File: config.mk
export PLATFORM = sky130hd
export DESIGN_NAME = bblur_win_avg
export DESIGN_NICKNAME = d
export VERILOG_FILES = /design/src/rtl/bblur_pkg.sv /design/src/rtl/bblur_win_avg.sv
export SDC_FILE = /design/constraint.sdc
export NUM_CORES = 2
export LEC_CHECK = 0
export ABC_AREA = 0
export BUFFER_PORTS_ARGS = -buffer_cell sky130_fd_sc_hd__buf_4
export CAP_MARGIN = 10
export CORE_ASPECT_RATIO = 1.25
export CORE_MARGIN = 4
export CORE_UTILIZATION = 59
export DETAILED_ROUTE_END_ITERATION = 8
export HOLD_SLACK_MARGIN = 0.05
export PLACE_DENSITY_LB_ADDON = 0.3
export SYNTH_ARGS = -nofsm -noshare
export SYNTH_HDL_FRONTEND = slang
export SYNTH_SLANG_ARGS = --single-unit
File: constraint.sdc
create_clock -name i_clk -period 9.2 [get_ports i_clk]
set_input_delay 0.92 -clock i_clk [delete_from_list [all_inputs] [get_ports i_clk]]
set_output_delay 0.92 -clock i_clk [all_outputs]
set_load 0.01 [all_outputs]
File: src/rtl/bblur_pkg.sv
`timescale 1ns / 1ps
// shared types, constants and helpers of the 3x3 box blur
package bblur_pkg;

    // fixed field and register widths
    localparam int FW_W       = 11;
    localparam int FH_W       = 13;
    localparam int ROW_W      = 14;
    localparam int CFG_IDX_W  = 2;
    localparam int CFG_DATA_W = 13;

    // averaging arithmetic: sum of up to nine 8-bit values, scaled reciprocal
    localparam int SUM_W  = 12;
    localparam int RCP_SH = 16;
    localparam int RCP_W  = 17;
    localparam int PROD_W = SUM_W + RCP_W;

    // register reset values
    localparam logic [FW_W-1:0] FRAME_WIDTH_RST  = 11'd1024;
    localparam logic [FH_W-1:0] FRAME_HEIGHT_RST = 13'd768;

    typedef struct packed {
        logic [7:0] red;
        logic [7:0] green;
        logic [7:0] blue;
    } t_rgb;

    typedef struct packed {
        logic [7:0] red_in;
        logic [7:0] green_in;
        logic [7:0] blue_in;
        logic       pad;
    } t_pix_in;

    typedef struct packed {
        logic [7:0] red_out;
        logic [7:0] green_out;
        logic [7:0] blue_out;
        logic       frame_end;
    } t_res_out;

    typedef enum logic [CFG_IDX_W-1:0] {
        CFG_FRAME_WIDTH  = 2'd0,
        CFG_FRAME_HEIGHT = 2'd1
    } t_cfg_reg;

    typedef struct packed {
        t_cfg_reg              index;
        logic [CFG_DATA_W-1:0] wdata;
    } t_cfg_wr;

    // per-item control that travels with the window column
    typedef struct packed {
        logic emit;
        logic last;
        logic row_top;
        logic row_bot;
        logic col_left;
        logic col_right;
    } t_tap_ctl;

    // ceil(2^16 / count) for the neighbor counts that can occur
    function automatic logic [RCP_W-1:0] bblur_recip(input logic [1:0] nr, input logic [1:0] nc);
        logic [3:0] cnt;
        cnt = {2'b00, nr} * {2'b00, nc};
        case (cnt)
            4'd1:    return 17'd65536;
            4'd2:    return 17'd32768;
            4'd3:    return 17'd21846;
            4'd4:    return 17'd16384;
            4'd6:    return 17'd10923;
            4'd9:    return 17'd7282;
            default: return 17'd65536;
        endcase
    endfunction

endpackage

File: src/rtl/bblur_win_avg.sv
`timescale 1ns / 1ps
// 3x3 window, masked neighborhood sums and reciprocal division
module bblur_win_avg import bblur_pkg::*; (
    input  logic     i_clk,
    input  logic     i_rst_n,
    input  logic     i_en,
    input  logic     i_valid,
    input  t_rgb     i_top,
    input  t_rgb     i_mid,
    input  t_rgb     i_pix,
    input  t_tap_ctl i_ctl,
    output logic     o_valid,
    output t_res_out o_res
);

    t_rgb              r_win [3][3];
    logic              r_v2;
    t_tap_ctl          r_ctl2;
    logic              r_v3;
    logic [SUM_W-1:0]  r_sum_r;
    logic [SUM_W-1:0]  r_sum_g;
    logic [SUM_W-1:0]  r_sum_b;
    logic [RCP_W-1:0]  r_rcp3;
    logic              r_last3;
    logic              r_v4;
    logic [PROD_W-1:0] r_prod_r;
    logic [PROD_W-1:0] r_prod_g;
    logic [PROD_W-1:0] r_prod_b;
    logic              r_last4;

    logic [2:0]        row_m;
    logic [2:0]        col_m;
    logic [1:0]        nr;
    logic [1:0]        nc;
    logic [SUM_W-1:0]  sum_r;
    logic [SUM_W-1:0]  sum_g;
    logic [SUM_W-1:0]  sum_b;

    // window shift, newest column on the right
    always_ff @(posedge i_clk) begin
        if (i_en && i_valid) begin
            for (int k = 0; k < 3; k++) begin
                r_win[k][0] <= r_win[k][1];
                r_win[k][1] <= r_win[k][2];
            end
            r_win[0][2] <= i_top;
            r_win[1][2] <= i_mid;
            r_win[2][2] <= i_pix;
        end
    end

    // masked sums over the in-frame neighbors
    always_comb begin
        row_m = {r_ctl2.row_bot, 1'b1, r_ctl2.row_top};
        col_m = {r_ctl2.col_right, 1'b1, r_ctl2.col_left};
        nr    = 2'd1 + {1'b0, r_ctl2.row_top} + {1'b0, r_ctl2.row_bot};
        nc    = 2'd1 + {1'b0, r_ctl2.col_left} + {1'b0, r_ctl2.col_right};
        sum_r = '0;
        sum_g = '0;
        sum_b = '0;
        for (int r = 0; r < 3; r++) begin
            for (int c = 0; c < 3; c++) begin
                if (row_m[r] && col_m[c]) begin
                    sum_r = sum_r + SUM_W'(r_win[r][c].red);
                    sum_g = sum_g + SUM_W'(r_win[r][c].green);
                    sum_b = sum_b + SUM_W'(r_win[r][c].blue);
                end
            end
        end
    end

    // stage valids
    always_ff @(posedge i_clk) begin
        if (!i_rst_n) begin
            r_v2 <= 1'b0;
            r_v3 <= 1'b0;
            r_v4 <= 1'b0;
        end else if (i_en) begin
            r_v2 <= i_valid && i_ctl.emit;
            r_v3 <= r_v2;
            r_v4 <= r_v3;
        end
    end

    // sum and multiply stages
    always_ff @(posedge i_clk) begin
        if (i_en) begin
            r_ctl2   <= i_ctl;
            r_sum_r  <= sum_r;
            r_sum_g  <= sum_g;
            r_sum_b  <= sum_b;
            r_rcp3   <= bblur_recip(nr, nc);
            r_last3  <= r_ctl2.last;
            r_prod_r <= PROD_W'(r_sum_r) * PROD_W'(r_rcp3);
            r_prod_g <= PROD_W'(r_sum_g) * PROD_W'(r_rcp3);
            r_prod_b <= PROD_W'(r_sum_b) * PROD_W'(r_rcp3);
            r_last4  <= r_last3;
        end
    end

    assign o_valid         = r_v4;
    assign o_res.red_out   = r_prod_r[RCP_SH +: 8];
    assign o_res.green_out = r_prod_g[RCP_SH +: 8];
    assign o_res.blue_out  = r_prod_b[RCP_SH +: 8];
    assign o_res.frame_end = r_last4;

    // a mean never exceeds one channel value
    a_mean_fits: assert property (@(posedge i_clk) disable iff (!i_rst_n)
        r_v4 |-> (r_prod_r[PROD_W-1:RCP_SH+8] == '0) && (r_prod_g[PROD_W-1:RCP_SH+8] == '0)
                 && (r_prod_b[PROD_W-1:RCP_SH+8] == '0))
        else $error("neighborhood mean overflows eight bits");

endmodule

==> results_dict.tcl <==
set metrics [dict create \
    core-area_um2 55300 \
    synthesis.nets 4071 \
    firstDrtPassIters 7 \
    synth_edf_count 291 \
    synthToLayoutAreaGrowth_pct 11.5 \
    crit_path_max_incr_delay_ns 0.58 \
    cts_root_buf "clkbuf_16" \
    h-tree-depth 2 \
    syn-instance-count 3264 \
    avgRoutedWirePerCell_um 18.8 \
    num_rows 96 \
    cp-end-kind "flop" \
    synth_cell_types 95 \
    io_buffers 107 \
    ios 108 \
    grt_usage_pct 26.2 \
    route.detailed.drc 0 \
    grt_pass1_vias 25132 \
    yosysTopAreaCell "edfxtp_1" \
    synth_area_leaders "edfxtp_1 (26%), fa_1 (24%), ha_1 (12%)" \
    max_freq_mhz 113 \
    crit_required_ns 9.59 \
    min_path_type "flop to flop" \
    place_hpwl_um 62900 \
    drt-initial-drc-count 1389 \
    die_height_um 273 \
    path_clk_slew_ns 0.06 \
    cp_slowest_cell "fa_2" \
    grt_start_max_net_pins 157 \
    initial_utilization_pct 60.1 \
    ys_async_sr_fraction_pct 0 \
    multi_input_area_um2 22700 \
    ys_ff_latch 294 \
    gp_congestion 0.950 \
    run_status "finished, final reports clean" \
    yosysTopAreaCellShare_pct 26.3 \
    detailedPlace.worstSlack_ns -0.126 \
    slew_viol_final 0 \
    finalCriticalPeriod_ns 8.87 \
    ys_warn_count 0 \
    grt_overflow_total 0 \
    crit_fanout 6 \
    synth.avg_cell_area_um2 10.2 \
    layout-drive-gt1-share_pct 12.1 \
    antenna_found_initial 1 \
    critPathKind "flop to flop" \
    synth_seq_area_share_pct 26.5 \
    clockBufferDepth 3 \
    drt-total-wl_um 78400 \
    cp.arrival_ns 9.26 \
    cap_violations 0 \
    fill_cells 4249 \
    mappedNetlistArea_um2 33200 \
    via_count 23571 \
    hold_viol 0 \
    cts_buffers 34 \
    setup_viol 0 \
    min_period_over_period_pct 96.4 \
    max-slew-margin-rel_pct 25.2 \
    critPathLaunchType "flop" \
    grt_pass1_wl_um 126000 \
    fp.dieW_um 220 \
    fin_worst_skew_ns 0.0262 \
    vias_per_cell 5.66 \
    clk_latency_ns 0.56 \
    cts_tree "yes" \
    path_common_cell "ha_1" \
    seqCellArea_um2 8800 \
    nets 4207 \
    synthMostInstantiatedCell "inv_1" \
    worst_slack_ns 0.329 \
    antenna_left 0 \
    synth_commonest_cells "inv_1 (579), fa_1 (399), ha_1 (326)" \
    ys.flop_type "edfxtp_1" \
    worst_pin_slew_ns 1.12 \
    clock-sinks 294 \
    dieArea_um2 60100 \
]
==> layout by cell type (no fill, tap or decap), types with 30 or more instances in the layout <==
cell       instances
fa_1             396
edfxtp_1         291
xnor2_1          134
inv_1            579
and3_1            33
a21oi_1          123
and2_1           180
a21o_1            57
nor2b_1           35
o21a_1            32
buf_4            166
o21ai_0          100
nor2_1           176
clkbuf_16         35
nand2_1          215
xor2_1            45
a21oi_2           36
ha_1             311
nor3_1            30
==> through the flow <==
step	hold slack [ns]	TNS (ns)	cell area, µm²	cells	utilization [%]
after floorplan	0.400	0	33200	3264	-
after global placement	0.409	0	34900	4072	63.2
after detailed placement	0.405	-0.126	34900	4072	63.2
after CTS	0.421	0	36000	4133	65.2
after global routing	0.433	-0.243	37000	4160	66.9
final	0.422	0	37000	4161	66.9
==> critical path, delay by kind of cell (launching register included) <==
| kind | cells | cell delay, ns |
|---|---|---|
| fa+ha+maj | 9 | 3.55 |
| compound gates | 13 | 2.11 |
| simple gates | 11 | 1.62 |
| flops | 1 | 0.47 |
| mux | 2 | 0.46 |
| buf+inv | 4 | 0.29 |
| xor+xnor | 2 | 0.21 |
==> cell type report <==
cell class / instances / area share (%)
Tap cell: 735 / 2.49
Timing Repair Buffer: 171 / 3.61
Clock inverter: 23 / 0.609
Clock buffer: 38 / 2.34
Inverter: 581 / 5.90
Antenna cell: 1 / 0.00676
Sequential cell: 294 / 23.8
Multi-Input combinational cell: 2318 / 61.3
==> repair_timing <==
item	CTS	global route
hold buffers	0	0
endpoints found under the setup margin	3	15
gates resized for setup	5	185
gates cloned	0	1
hold endpoints to repair	0	0
pin swaps	0	33
setup buffers	0	26
==> state kept, by name, summed over array words and instances, names as in the netlist <==
name and count:
r_sum_g 12, r_prod_r 8, r_last4 1, r_prod_g 8, r_v2 1, r_prod_b 8
r_sum_b 12, r_sum_r 12, o_valid 1, r_ctl2 3, col_m 2, r_rcp3 8
r_win 216, r_v3 1, r_last3 1
==> worst paths after layout <==
| path | from | to | slack [ns] | cells after the start |
|---|---|---|---|---|
| max | col_m[0]$_DFFE_PP_ | r_sum_b[11]$_DFFE_PP_ | 0.33 | 41 |
| min | r_last3$_DFFE_PP_ | r_last4$_DFFE_PP_ | 0.42 | 0 |
| max reg2reg | col_m[0]$_DFFE_PP_ | r_sum_b[11]$_DFFE_PP_ | 0.33 | 41 |
| min reg2reg | r_last3$_DFFE_PP_ | r_last4$_DFFE_PP_ | 0.42 | 0 |
==> logic make-up (layout without fill, tap and decap cells) <==
family | after synthesis | in the layout | synth area share, %
AND/OR/NAND/NOR | 785 | 785 | 11.8
adder cells (fa/ha/maj) | 728 | 728 | 36.5
buffers and inverters | 652 | 813 | 7.42
AO/OA/AOI/OAI | 558 | 558 | 10.8
flip-flops | 294 | 294 | 26.5
XOR/XNOR | 198 | 198 | 5.40
multiplexers | 49 | 49 | 1.60
other | 0 | 1 | 0
==> routing by layer <==
layer	share of wire (%)	GRT usage, %
met5	0	0
met4	4.0	8.71
met3	4.0	3.29
met2	52	47.3
met1	40	32.4
Power is left out: the tool's default activity adds up to more than one toggle a clock period on the data nets, which glitch-free logic cannot reach.
